--- src/rtl/core/swcr_pkg.sv ---
// Package for the sensor word-pair CRC receiver.
// Holds the result codes, frame byte positions, result struct and CRC-8 step.
// No dependencies.
`default_nettype none

package swcr_pkg;

  // CRC-8, polynomial 0x31, seeded with 0xFF, MSB first, no final XOR
  localparam logic [7:0] CRC_INIT = 8'hFF;
  localparam logic [7:0] CRC_POLY = 8'h31;

  // Reset values of the stored readings
  localparam logic [15:0] ECO2_RESET = 16'd400;
  localparam logic [15:0] TVOC_RESET = 16'd0;

  // Request kinds on the input side
  localparam logic CMD_DATA  = 1'b0;
  localparam logic CMD_ABORT = 1'b1;

  // Position of the next byte within the six-byte reply
  localparam logic [2:0] POS_FIRST_HI   = 3'd0;
  localparam logic [2:0] POS_FIRST_LO   = 3'd1;
  localparam logic [2:0] POS_FIRST_CRC  = 3'd2;
  localparam logic [2:0] POS_SECOND_HI  = 3'd3;
  localparam logic [2:0] POS_SECOND_LO  = 3'd4;
  localparam logic [2:0] POS_SECOND_CRC = 3'd5;

  typedef enum logic [1:0] {
    STATUS_OK         = 2'd0,
    STATUS_FIRST_BAD  = 2'd1,
    STATUS_SECOND_BAD = 2'd2,
    STATUS_ABORTED    = 2'd3
  } status_t;

  typedef struct packed {
    status_t     status;
    logic [15:0] eco2;
    logic [15:0] tvoc;
  } result_t;

  // Fold one byte into the running CRC, one bit per step
  function automatic logic [7:0] crc8_byte(input logic [7:0] crc, input logic [7:0] data);
    logic [7:0] c;
    c = crc ^ data;
    for (int b = 0; b < 8; b++) begin
      if (c[7]) begin
        c = {c[6:0], 1'b0} ^ CRC_POLY;
      end else begin
        c = {c[6:0], 1'b0};
      end
    end
    return c;
  endfunction

endpackage

`default_nettype wire

--- src/rtl/core/swcr_frame.sv ---
// Frame tracker: byte position, running CRC, staged words and stored readings.
// Depends on swcr_pkg for codes, the result struct and the CRC step.
`default_nettype none

module swcr_frame (
  input  wire logic              clk,
  input  wire logic              rst,
  input  wire logic              take,
  input  wire logic              command,
  input  wire logic [7:0]        rx_byte,
  output logic                   res_valid,
  output swcr_pkg::result_t      res
);

  logic [2:0]  byte_position, byte_position_next;
  logic [7:0]  running_crc, running_crc_next;
  logic [15:0] staged_first_word, staged_first_word_next;
  logic [15:0] staged_second_word, staged_second_word_next;
  logic        first_word_good, first_word_good_next;
  logic [15:0] stored_eco2, stored_eco2_next;
  logic [15:0] stored_tvoc, stored_tvoc_next;
  logic [7:0]  crc_step;
  swcr_pkg::status_t status;

  assign crc_step = swcr_pkg::crc8_byte(running_crc, rx_byte);

  // Advance the frame by one request
  always_comb begin
    byte_position_next      = byte_position;
    running_crc_next        = running_crc;
    staged_first_word_next  = staged_first_word;
    staged_second_word_next = staged_second_word;
    first_word_good_next    = first_word_good;
    stored_eco2_next        = stored_eco2;
    stored_tvoc_next        = stored_tvoc;
    res_valid               = 1'b0;
    status                  = swcr_pkg::STATUS_OK;
    if (take) begin
      if (command == swcr_pkg::CMD_ABORT) begin
        byte_position_next   = swcr_pkg::POS_FIRST_HI;
        running_crc_next     = swcr_pkg::CRC_INIT;
        first_word_good_next = 1'b0;
        res_valid            = 1'b1;
        status               = swcr_pkg::STATUS_ABORTED;
      end else begin
        case (byte_position)
          swcr_pkg::POS_FIRST_HI: begin
            staged_first_word_next = {rx_byte, 8'h00};
            running_crc_next       = crc_step;
            byte_position_next     = swcr_pkg::POS_FIRST_LO;
          end
          swcr_pkg::POS_FIRST_LO: begin
            staged_first_word_next = {staged_first_word[15:8], rx_byte};
            running_crc_next       = crc_step;
            byte_position_next     = swcr_pkg::POS_FIRST_CRC;
          end
          swcr_pkg::POS_FIRST_CRC: begin
            first_word_good_next = (running_crc == rx_byte);
            running_crc_next     = swcr_pkg::CRC_INIT;
            byte_position_next   = swcr_pkg::POS_SECOND_HI;
          end
          swcr_pkg::POS_SECOND_HI: begin
            staged_second_word_next = {rx_byte, 8'h00};
            running_crc_next        = crc_step;
            byte_position_next      = swcr_pkg::POS_SECOND_LO;
          end
          swcr_pkg::POS_SECOND_LO: begin
            staged_second_word_next = {staged_second_word[15:8], rx_byte};
            running_crc_next        = crc_step;
            byte_position_next      = swcr_pkg::POS_SECOND_CRC;
          end
          default: begin
            // last byte of the reply: check and commit both readings together
            if (!first_word_good) begin
              status = swcr_pkg::STATUS_FIRST_BAD;
            end else if (running_crc != rx_byte) begin
              status = swcr_pkg::STATUS_SECOND_BAD;
            end else begin
              stored_eco2_next = staged_first_word;
              stored_tvoc_next = staged_second_word;
              status           = swcr_pkg::STATUS_OK;
            end
            byte_position_next   = swcr_pkg::POS_FIRST_HI;
            running_crc_next     = swcr_pkg::CRC_INIT;
            first_word_good_next = 1'b0;
            res_valid            = 1'b1;
          end
        endcase
      end
    end
  end

  // Result shows the readings as they stand after this request
  always_comb begin
    res.status = status;
    res.eco2   = stored_eco2_next;
    res.tvoc   = stored_tvoc_next;
  end

  // Hold frame state and readings
  always_ff @(posedge clk) begin
    if (rst) begin
      byte_position      <= swcr_pkg::POS_FIRST_HI;
      running_crc        <= swcr_pkg::CRC_INIT;
      staged_first_word  <= '0;
      staged_second_word <= '0;
      first_word_good    <= 1'b0;
      stored_eco2        <= swcr_pkg::ECO2_RESET;
      stored_tvoc        <= swcr_pkg::TVOC_RESET;
    end else begin
      byte_position      <= byte_position_next;
      running_crc        <= running_crc_next;
      staged_first_word  <= staged_first_word_next;
      staged_second_word <= staged_second_word_next;
      first_word_good    <= first_word_good_next;
      stored_eco2        <= stored_eco2_next;
      stored_tvoc        <= stored_tvoc_next;
    end
  end

endmodule

`default_nettype wire

--- src/rtl/core/swcr_out_reg.sv ---
// Result register on the master side of the receiver.
// Depends on swcr_pkg for the result struct.
`default_nettype none

module swcr_out_reg (
  input  wire logic               clk,
  input  wire logic               rst,
  input  wire logic               load,
  input  wire swcr_pkg::result_t  res,
  output logic                    free,
  output logic                    m_axis_tvalid,
  input  wire logic               m_axis_tready,
  output logic [31:0]             m_axis_tdata,  // eco2 [15:0], tvoc [31:16]
  output logic [1:0]              m_axis_tuser   // status [1:0]
);

  logic valid;
  swcr_pkg::result_t held;

  // Slot can take a new result when empty or being drained this cycle
  assign free = !valid || m_axis_tready;

  // Valid flag: set on load, drop once the request is taken
  always_ff @(posedge clk) begin
    if (rst) begin
      valid <= 1'b0;
    end else if (load) begin
      valid <= 1'b1;
    end else if (m_axis_tready) begin
      valid <= 1'b0;
    end
  end

  // Payload: capture on load only
  always_ff @(posedge clk) begin
    if (load) begin
      held <= res;
    end
  end

  assign m_axis_tvalid = valid;
  assign m_axis_tdata  = {held.tvoc, held.eco2};
  assign m_axis_tuser  = held.status;

endmodule

`default_nettype wire

--- src/rtl/core/sensor_word_pair_crc_receiver.sv ---
// Top level of the sensor word-pair CRC receiver.
// Depends on swcr_pkg, swcr_frame and swcr_out_reg.
//
// Usage:
//   Slave side takes one reply byte per request: s_axis_tdata carries the
//   byte, s_axis_tuser is 0 for a data byte and 1 to abort the frame.
//   A reply is six bytes: first word high, low, CRC, second word high,
//   low, CRC. CRC-8 is polynomial 0x31, seed 0xFF, over each word.
//   Master side gives one request after the sixth byte and after every
//   abort: m_axis_tuser is the status (0 ok, 1 first CRC bad, 2 second CRC
//   bad, 3 aborted), m_axis_tdata the stored readings eco2 and tvoc.
//   Readings change only when both CRCs match.
// Path: a result reaches the master side through the input register, then
//   the result register, after the byte that causes it is accepted; a
//   stalled result register can hold it back in the input register.
// Throughput: one byte per cycle unless the master side stalls; the CRC
//   of a byte is eight unrolled XOR steps, input register to frame state.
// Reset: readings become 400 and 0, the frame restarts at its first byte,
//   both pipeline registers empty.
// Stall: the result register holds its request while m_axis_tready is low;
//   the input register then fills and s_axis_tready drops.
`default_nettype none

module sensor_word_pair_crc_receiver (
  input  wire logic        clk,
  input  wire logic        rst,
  input  wire logic        s_axis_tvalid,
  output logic             s_axis_tready,
  input  wire logic [7:0]  s_axis_tdata,   // rx_byte [7:0]
  input  wire logic        s_axis_tuser,   // command [0]
  output logic             m_axis_tvalid,
  input  wire logic        m_axis_tready,
  output logic [31:0]      m_axis_tdata,   // eco2 [15:0], tvoc [31:16]
  output logic [1:0]       m_axis_tuser    // status [1:0]
);

  logic       in_valid;
  logic       in_command;
  logic [7:0] in_byte;
  logic       out_free;
  logic       advance;
  logic       res_valid;
  swcr_pkg::result_t res;

  // Move the held byte on when the result slot can take what it causes
  assign advance       = in_valid && out_free;
  assign s_axis_tready = !in_valid || advance;

  // Input register: valid flag
  always_ff @(posedge clk) begin
    if (rst) begin
      in_valid <= 1'b0;
    end else if (s_axis_tready) begin
      in_valid <= s_axis_tvalid;
    end
  end

  // Input register: payload
  always_ff @(posedge clk) begin
    if (s_axis_tvalid && s_axis_tready) begin
      in_command <= s_axis_tuser;
      in_byte    <= s_axis_tdata;
    end
  end

  swcr_frame u_frame (
    .clk       (clk),
    .rst       (rst),
    .take      (advance),
    .command   (in_command),
    .rx_byte   (in_byte),
    .res_valid (res_valid),
    .res       (res)
  );

  swcr_out_reg u_out (
    .clk           (clk),
    .rst           (rst),
    .load          (advance && res_valid),
    .res           (res),
    .free          (out_free),
    .m_axis_tvalid (m_axis_tvalid),
    .m_axis_tready (m_axis_tready),
    .m_axis_tdata  (m_axis_tdata),
    .m_axis_tuser  (m_axis_tuser)
  );

endmodule

`default_nettype wire

--- config.mk ---
export PLATFORM = sky130hd
export DESIGN_NAME = sensor_word_pair_crc_receiver
export DESIGN_NICKNAME = d
export VERILOG_FILES = /design/src/rtl/core/swcr_pkg.sv /design/src/rtl/core/swcr_frame.sv /design/src/rtl/core/swcr_out_reg.sv /design/src/rtl/core/sensor_word_pair_crc_receiver.sv
export SDC_FILE = /design/constraint.sdc
export NUM_CORES = 1
export LEC_CHECK = 0
export ABC_AREA = 0
export BUFFER_PORTS_ARGS = -buffer_cell sky130_fd_sc_hd__buf_2
export CORE_MARGIN = 2
export CORE_UTILIZATION = 35
export CTS_CLUSTER_DIAMETER = 120
export CTS_CLUSTER_SIZE = 40
export DETAILED_ROUTE_END_ITERATION = 16
export PLACE_DENSITY = 0.64
export SYNTH_ARGS = -nofsm -noshare
export SYNTH_HDL_FRONTEND = slang
export SYNTH_HIERARCHICAL = 1
export SYNTH_SLANG_ARGS = --single-unit
--- constraint.sdc ---
create_clock -name clk -period 2.13 [get_ports clk]
set_clock_uncertainty 0.1 [all_clocks]
set_input_delay 0.426 -clock clk [delete_from_list [all_inputs] [get_ports clk]]
set_output_delay 0.426 -clock clk [all_outputs]
set_load 0.02 [all_outputs]
==> results of run 1 <==
-- worst max-delay path: stages, from the launching register on --
cell,delay (ps)
edfxtp_1,440
xnor2_1,320
nand4_1,130
buf_4,280
o31ai_1,410
nand2_1,110
-- state kept, by name, summed over array words and instances (netlist names), 2 cells and up --
signal / cells
in_byte: 8
u_frame/stored_eco2: 16
u_out/m_axis_tuser: 2
u_frame/stored_tvoc: 16
u_frame/staged_first_word: 16
u_out/m_axis_tdata: 32
u_frame/running_crc: 8
u_frame/byte_position: 3
u_frame/staged_second_word: 16
-- worst paths after layout --
kind,end,cells past startpoint
setup reg to reg,u_out/m_axis_tdata[28],5
hold reg to reg,u_frame/staged_first_word[1],2
setup / recovery,u_out/m_axis_tdata[28],5
hold / removal,in_byte[4],1
-- cells by family (layout without fill, tap and decap cells) --
kind of cell	Yosys count	after routing
flip-flops	121	121
AND/OR/NAND/NOR	164	164
AO/OA/AOI/OAI	116	116
buffers and inverters	48	118
XOR/XNOR	21	21
-- power by group --
group          switching, uW  total [uW]  internal [uW]  leakage (uW)
registers               43.5        2470           2430       0.00107
clock network           1000        2820           1820      0.000277
logic                    291         552            260       0.00107
-- layer usage --
layer / track usage (%) / up-vias / wire (um)
met5: 0 / - / 0
met4: 6.68 / 0 / 232
met3: 4.60 / 18 / 609
met2: 25.6 / 126 / 5260
met1: 19.3 / 1817 / 4880
li1: - / 1848 / -
-- through the flow --
| stage | util, % | instances | area, um2 |
|---|---|---|---|
| 2_1_floorplan | - | 470 | 4910 |
| 3_3_place_gp | 39.7 | 686 | 5470 |
| 3_5_place_dp | 39.7 | 686 | 5470 |
| 4_1_cts | 44.0 | 718 | 6060 |
| 5_1_grt | 44.4 | 720 | 6120 |
| 6_report | 44.4 | 720 | 6120 |
-- what timing repair did --
action,CTS,global route
resized for setup,0,8
hold buffers,0,0
setup buffers,0,2
setup endpoints to repair,0,37
-- layout make-up --
| type | instances | area, um2 | share of cell area [%] |
|---|---|---|---|
| sequential | 121 | 2850 | 46.6 |
| multi-input combinational | 301 | 1910 | 31.2 |
| timing repair buffer | 81 | 529 | 8.65 |
| clock buffer | 18 | 429 | 7.01 |
| tap | 180 | 225 | 3.68 |
| clock inverter | 14 | 156 | 2.55 |
| inverter | 5 | 18.8 | 0.307 |
-- synthesized netlist by cell type (2+ instances only) --
cell and n:
edfxtp_1 43, nand2_1 55, xnor2_2 5, xnor2_1 10, a21oi_1 58, nor2_1 21
buf_2 9, nand2b_4 2, o21ai_0 3, a22oi_1 9, dfxtp_1 78, o211ai_1 4
inv_1 5, nor4b_1 8, xnor3_1 4, nand4_1 42, and4_1 2, clkbuf_1 32
buf_1 2, nor3_1 6, a21oi_2 2, nand3_1 12, a31oi_1 3, o31ai_1 32
nand3b_1 2, xor2_1 2
==> results.md, run 1 <==
* Status: completed
* RSZ-0062 raised after global routing: yes
* Setup WS pre-CTS at 41.4 ps
* PwrDens at 954 mW/mm2
* ANT cells at 0
* Slew headroom at 71.2%
* Clock transition at path regs at 50 ps
* Required @ worst endpoint at 2190 ps
* Area grow syn2layout at 24.8%
* Number of synthesized flops with an enable pin at 43
* Synth area leaders: dfxtp_1 (32%), edfxtp_1 (26%), a21oi_1 (5.9%), nand4_1 (5.4%), o31ai_1 (4.9%)
* Die span in x at 122 um
* Largest area contributor in the netlist: dfxtp_1
* CTS tree: built
* Library cells used by synthesis at 45
* Most common cell after layout, fill and taps aside: dfxtp_1
* Hold slack at 79.2 ps
* Simple-gate portion of the synthesized area at 17.7%
* Synth Area in Adders at 0%
* Nets at 540
* Clock sink count at 121
* Drt pass-1 iters at 8
* Max Slew Vio Count at 0
* Total core area at 0.0138 mm2
* Synth top area share at 31.8%
* Die height at 122 um
* Clk Latency, worst-skew pair at 420 ps
* Combinational family with the most area after synthesis: simple AND/OR/NAND/NOR gates
* Final hold vios at 0
* Most frequent cells in the layout: dfxtp_1 (78), a21oi_1 (58), nand2_1 (55)
* Critical Path Start: in_byte[1]
* Seq cells post-synth at 121
* Detailed Place HPWL at 7.19 mm
* Leakage at 0.00241 uW
* Vias in the first global route at 3709
* CTS Buf Count at 17
* Fin crit share at 96.7%
* Hold path startpoint: s_axis_tdata[4]
* Syn Inst Count at 470
* Vias/cell at 5.29
* Post-synthesis mux area share at 0%
* First-pass GRT wire length at 18.0 mm
* Critical path class: reg -> reg
* CP Capture Type: flip-flop
* Crit start category: flip-flop
* Main synth FF type: dfxtp_1
* Clk buf depth at 2
* Hold Crit Class: in -> reg
* Final Power at 5840 uW
* Synth Warn # at 6
* GRT Total Usage at 15.7%
* I/O pin count at 49
* CTS root buffer: clkbuf_16
* Port bufs at 48
* Maximum clock rate at 486 MHz
* Total wire length at 11.0 mm
* R2R setup slack at 70 ps
* DRC viols at 0
* Fillers at 1313
* Compound-Gate Fraction of Synth Area at 14.6%
* Min cycle time layout at 2060 ps
* Register area share after synthesis at 58.1%
* Setup tns final at 0 ps
* Post-Syn Nets at 483
* Asr flop ratio synth at 0%
* Largest net degree at the start of global routing at 34
* Reg2reg start: in_byte[1]
* Total of max-cap violations at 0
* Worst vdd ir at 0.416 mV
* Layout cells sized above 1 at 23.9%
* DRT antenna net count at 0
* Arrival time worst endpoint at 2120 ps
* Worst-Margin Slew at 432 ps
* Total number of vias at 3809
* Overall die area at 0.0150 mm2
* Final Setup Violations at 0
* Total global routing overflow at 0
* Wire length per cell at 15.3 um
* Global placer's final weighted congestion at 0.813
* Synth Cell Area at 0.00491 mm2
* Post-route setup slack at 70.4 ps
* Worst-path fanout max at 33
* Initial Util at 35.6%
* Mean Syn Cell Area at 10.4 um2
* Row cnt at 43
* Antenna violations before repair at 0
* Post-synthesis xor/xnor area fraction at 5.63%
* Initial drt markers at 329
* H-tree Lvls at 4
Note: power is estimated with default switching activity, not from simulation.
==> run 2, diff against run 1 <==
--- a/config.mk
+++ b/config.mk
@@ -9,6 +9,7 @@
 export BUFFER_PORTS_ARGS = -buffer_cell sky130_fd_sc_hd__buf_2
 export CORE_MARGIN = 2
 export CORE_UTILIZATION = 35
+export CTS_BUF_LIST = sky130_fd_sc_hd__clkbuf_16
 export CTS_CLUSTER_DIAMETER = 120
 export CTS_CLUSTER_SIZE = 40
 export DETAILED_ROUTE_END_ITERATION = 16
==> results.md, run 2 (synthesized netlist as in run 1, its figures left out) <==
* GRT Total Usage at 15.7%
* Clock sink count at 121
* DRC viols at 0
* Total wire length at 11.0 mm
* RSZ-0062 raised after global routing: yes
* Placement Cell Area at 0.00547 mm2
* Most frequent cells in the layout: dfxtp_1 (78), a21oi_1 (58), nand2_1 (55)
* Layout cells sized above 1 at 23.9%
* WP buf/inv at 1
* CP endpoint: u_out/m_axis_tdata[28]
* Slew headroom at 71.2%
* Initial drt markers at 335
* Drt pass-1 iters at 8
* FF-to-FF path depth at 5
* Worst vdd ir at 0.416 mV
* Initial Util at 35.6%
* Largest register FFs at 32
* Port bufs at 48
* CP peak stage delay at 440 ps
* Final hold vios at 0
* Cell-by-cell trace of the critical path: xnor2_1 > nand4_1 > buf_4 > o31ai_1 > nand2_1
* Largest net degree at the start of global routing at 34
* Most common cell after layout, fill and taps aside: dfxtp_1
* Die span in x at 122 um
* Total of max-cap violations at 0
* Clock transition at path regs at 50 ps
* Status: completed
* Fin crit share at 96.7%
* Slowest-stage cell, CP: edfxtp_1
* Antenna violations before repair at 0
* DRT antenna net count at 0
* Maximum clock rate at 486 MHz
* Required @ worst endpoint at 2190 ps
* Fillers at 1313
* Die height at 122 um
* Clk Latency, worst-skew pair at 420 ps
* Leakage at 0.00242 uW
* Worst-Margin Slew at 432 ps
* Arrival time worst endpoint at 2120 ps
* Wire length per cell at 15.3 um
* CTS root buffer: clkbuf_16
* H-tree Lvls at 4
* Critical path class: reg -> reg
* ANT cells at 0
* Final Power at 5830 uW
* Met1 Track Usage GR at 19.3%
* Clk buf depth at 2
* Hold Crit Class: in -> reg
* I/O pin count at 49
* First-pass GRT wire length at 18.0 mm
* Total number of vias at 3808
* CTS tree: built
* Worst-path fanout max at 33
* CP Capture Type: flip-flop
* Min cycle time layout at 2060 ps
* PwrDens at 953 mW/mm2
* GRT busiest layer: met2
* Overall die area at 0.0150 mm2
* Vias in the first global route at 3709
* Reg2reg start: in_byte[1]
* Total core area at 0.0138 mm2
* Max Slew Vio Count at 0
* CTS Buf Count at 17
* Met2 usage at 25.6%
* Design Area, Final at 0.00612 mm2
* Hold Buf Count CTS at 0
* Vias/cell at 5.29
* R2r endpoint: u_out/m_axis_tdata[28]
* Final Setup Violations at 0
* Total global routing overflow at 0
* Routing usage on met3 at 4.60%
* Critical Path Start: in_byte[1]
* Crit start category: flip-flop
* R2R setup slack at 70 ps
* Detailed Place HPWL at 7.19 mm
* Global placer's final weighted congestion at 0.813
* Final core occ at 44.4%
* Levels on crit path at 5
* Nets at 540
* Crit path max-delay family: flip-flops
* Row cnt at 43
* Area grow syn2layout at 24.8%
==> run 2: worst min path at each step <==
stage	start	end	slack (ps)	depth (start not counted)
after floorplan	u_frame/staged_first_word[0]	u_frame/staged_first_word[0]	330	2
after global placement	u_frame/staged_first_word[4]	u_frame/staged_first_word[4]	340	2
after detailed placement	u_frame/staged_first_word[6]	u_frame/staged_first_word[6]	350	2
after CTS	s_axis_tdata[0]	in_byte[0]	70	1
after global routing	s_axis_tdata[2]	in_byte[2]	70	1
final	s_axis_tdata[4]	in_byte[4]	80	1
==> run 2: what timing repair did <==
item / CTS / global route
setup buffers: 0 / 2
gates resized for setup: 0 / 8
endpoints found under the hold margin: 0 / 0
endpoints found under the setup margin: 0 / 37
==> run 2: through the flow <==
stage | cells | worst slack, ps | hold slack, ps | TNS [ps]
finish | 720 | 70.4 | 79.2 | 0
global route | 720 | -28.0 | 67.0 | -154
CTS | 718 | 45.1 | 70.8 | 0
detailed placement | 686 | 41.4 | 347 | 0
global placement | 686 | 78.9 | 342 | 0
floorplan | 470 | 3.68 | 332 | 0
==> run 2: final cells by class <==
class / count / area, um2 / share of cell area (%)
Clock buffer: 17 / 425 / 6.95
Clock inverter: 15 / 160 / 2.62
Inverter: 5 / 18.8 / 0.307
Multi-Input combinational cell: 301 / 1910 / 31.2
Sequential cell: 121 / 2850 / 46.6
Tap cell: 180 / 225 / 3.68
Timing Repair Buffer: 81 / 529 / 8.65
==> run 2: worst register-to-register path: cells and delay by family, from the launching register on <==
family / cells / cell delay [ps]
buf+inv: 1 / 280
flops: 1 / 440
xor+xnor: 1 / 320
simple gates: 2 / 250
compound gates: 1 / 420
==> run 2: layer usage <==
layer	up-vias	share of wire [%]	wire (um)
li1	1848	-	-
met1	1816	44	4890
met2	126	48	5260
met3	18	5.5	608
met4	0	2.1	232
met5	-	0	0
==> run 2: power by group <==
group          internal [uW]  switching (uW)  total [uW]
logic                    260             291         552
clock network           1810            1000        2810
registers               2430            43.5        2470
==> run 3, diff against run 2 <==
--- a/config.mk
+++ b/config.mk
@@ -7,13 +7,15 @@
 export LEC_CHECK = 0
 export ABC_AREA = 0
 export BUFFER_PORTS_ARGS = -buffer_cell sky130_fd_sc_hd__buf_2
+export CELL_PAD_IN_SITES_DETAIL_PLACEMENT = 1
+export CELL_PAD_IN_SITES_GLOBAL_PLACEMENT = 1
 export CORE_MARGIN = 2
 export CORE_UTILIZATION = 35
 export CTS_BUF_LIST = sky130_fd_sc_hd__clkbuf_16
 export CTS_CLUSTER_DIAMETER = 120
 export CTS_CLUSTER_SIZE = 40
 export DETAILED_ROUTE_END_ITERATION = 16
-export PLACE_DENSITY = 0.64
+export PLACE_DENSITY = 0.75
 export SYNTH_ARGS = -nofsm -noshare
 export SYNTH_HDL_FRONTEND = slang
 export SYNTH_HIERARCHICAL = 1
==> results.md, run 3 (synthesized netlist as in run 1, its figures left out) <==
* Overall die area at 0.0150 mm2
* Worst-Margin Slew at 514 ps
* Slew headroom at 65.7%
* Total number of vias at 3803
* I/O pin count at 49
* Initial drt markers at 272
* Total setup buffers inserted after CTS at 0
* Placed Cells at 689
* Clock sink count at 121
* Vias/cell at 5.27
* Status: completed
* Final hold vios at 0
* Hold Crit Class: in -> reg
* Clk Latency, worst-skew pair at 410 ps
* CP Capture Type: flip-flop
* Wire length per cell at 16.5 um
* Vias in the first global route at 3867
* Port bufs at 48
* DRC viols at 0
* CTS root buffer: clkbuf_16
* CTS tree: built
* H-tree Lvls at 4
* Cell-by-cell trace of the critical path: xnor2_4 > nand4_1 > buf_4 > o31ai_1 > nand2_1
* Drt pass-1 iters at 4
* Area grow syn2layout at 23.7%
* Largest register FFs at 32
* Most common cell after layout, fill and taps aside: dfxtp_1
* Crit start category: flip-flop
* Total wire length at 11.9 mm
* Clock transition at path regs at 50 ps
* Most frequent cells in the layout: dfxtp_1 (78), a21oi_1 (58), nand2_1 (55)
* Worst-path fanout max at 19
* Required @ worst endpoint at 2180 ps
* Initial Util at 35.6%
* Detailed Place HPWL at 7.89 mm
* Total of max-cap violations at 0
* Layout cells sized above 1 at 23.3%
* Clk buf depth at 2
* # resized after CTS at 0
* CP peak stage delay at 470 ps
* Setup tns final at 0 ps
* Antenna violations before repair at 0
* Die height at 122 um
* Arrival time worst endpoint at 2000 ps
* RSZ-0062 raised after global routing: no
* Leakage at 0.00241 uW
* Post-Layout Cell Count at 721
* Nets at 541
* Global placer's final weighted congestion at 0.838
* Critical path class: reg -> reg
* Largest net degree at the start of global routing at 49
* Slowest-stage cell, CP: edfxtp_1
* Worst vdd ir at 0.437 mV
* Max Slew Vio Count at 0
* Min cycle time layout at 1950 ps
* DRT antenna net count at 0
* Total global routing overflow at 0
* Row cnt at 43
* GRT Total Usage at 17.1%
* ANT cells at 0
* Total core area at 0.0138 mm2
* Fin crit share at 91.6%
* PwrDens at 919 mW/mm2
* Final Setup Violations at 0
* First-pass GRT wire length at 19.7 mm
* Maximum clock rate at 512 MHz
* Die span in x at 122 um
* Hold Buf Count CTS at 0
* CTS Buf Count at 17
## run 3: changes by cell type in the layout (fill, tap and decap cells not counted), sizes merged
cell	previous run	this run
clkbuf	17	18
inv	6	9
clkinv	7	8
clkinvlp	4	2
buf	81	82
bufinv	3	0
## run 3: layout make-up
type	instances	area (um2)
inverters	5	18.8
fillers	1568	7700
clock buffers	18	450
flip-flops and latches	121	2850
clock inverters	14	80.1
repair buffers	82	546
well taps	180	225
multi-input cells	301	1900
## run 3: worst max-delay path: cells and delay by family, from the launching register on
family                    cells  cell delay (ps)
buffers and inverters         1              240
xor gates and xnor gates      1              270
DFF                           1              470
AOI/OAI and AO/OA             1              340
and+or+nand+nor               2              250
## run 3: worst paths after layout
| kind | startpoint | to | slack [ps] | cells past startpoint |
|---|---|---|---|---|
| min | s_axis_tdata[2] | in_byte[2] | 90 | 1 |
| max reg2reg | in_byte[7] | u_out/m_axis_tdata[22] | 180 | 5 |
| max | in_byte[7] | u_out/m_axis_tdata[22] | 180 | 5 |
| min reg2reg | u_frame/staged_first_word[6] | u_frame/staged_first_word[6] | 360 | 2 |
## run 3: routing by layer
layer	wire length, um	GRT usage [%]
met5	0	0
met2	5810	28.5
met1	5500	21.4
met3	400	4.55
met4	190	5.68
## run 3: report_power, final
group | switching (uW) | internal (uW) | leakage (uW) | total (uW)
clock network | 1010 | 1530 | 0.000265 | 2540
logic | 308 | 263 | 0.00107 | 571
registers | 39.1 | 2430 | 0.00107 | 2470
## run 3: per-stage QoR
| step | utilization (%) | area, um2 | setup slack [ps] | total power (uW) | hold slack (ps) |
|---|---|---|---|---|---|
| after floorplan | - | 4910 | 3.68 | 2890 | 332 |
| after global placement | 40.0 | 5510 | 70.7 | 3050 | 344 |
| after detailed placement | 40.0 | 5510 | 25.4 | 3070 | 348 |
| after CTS | 43.8 | 6040 | 99.6 | 5620 | 75.5 |
| after global routing | 44.1 | 6070 | 37.1 | 5800 | 73.3 |
| final | 44.1 | 6070 | 179 | 5580 | 87.6 |
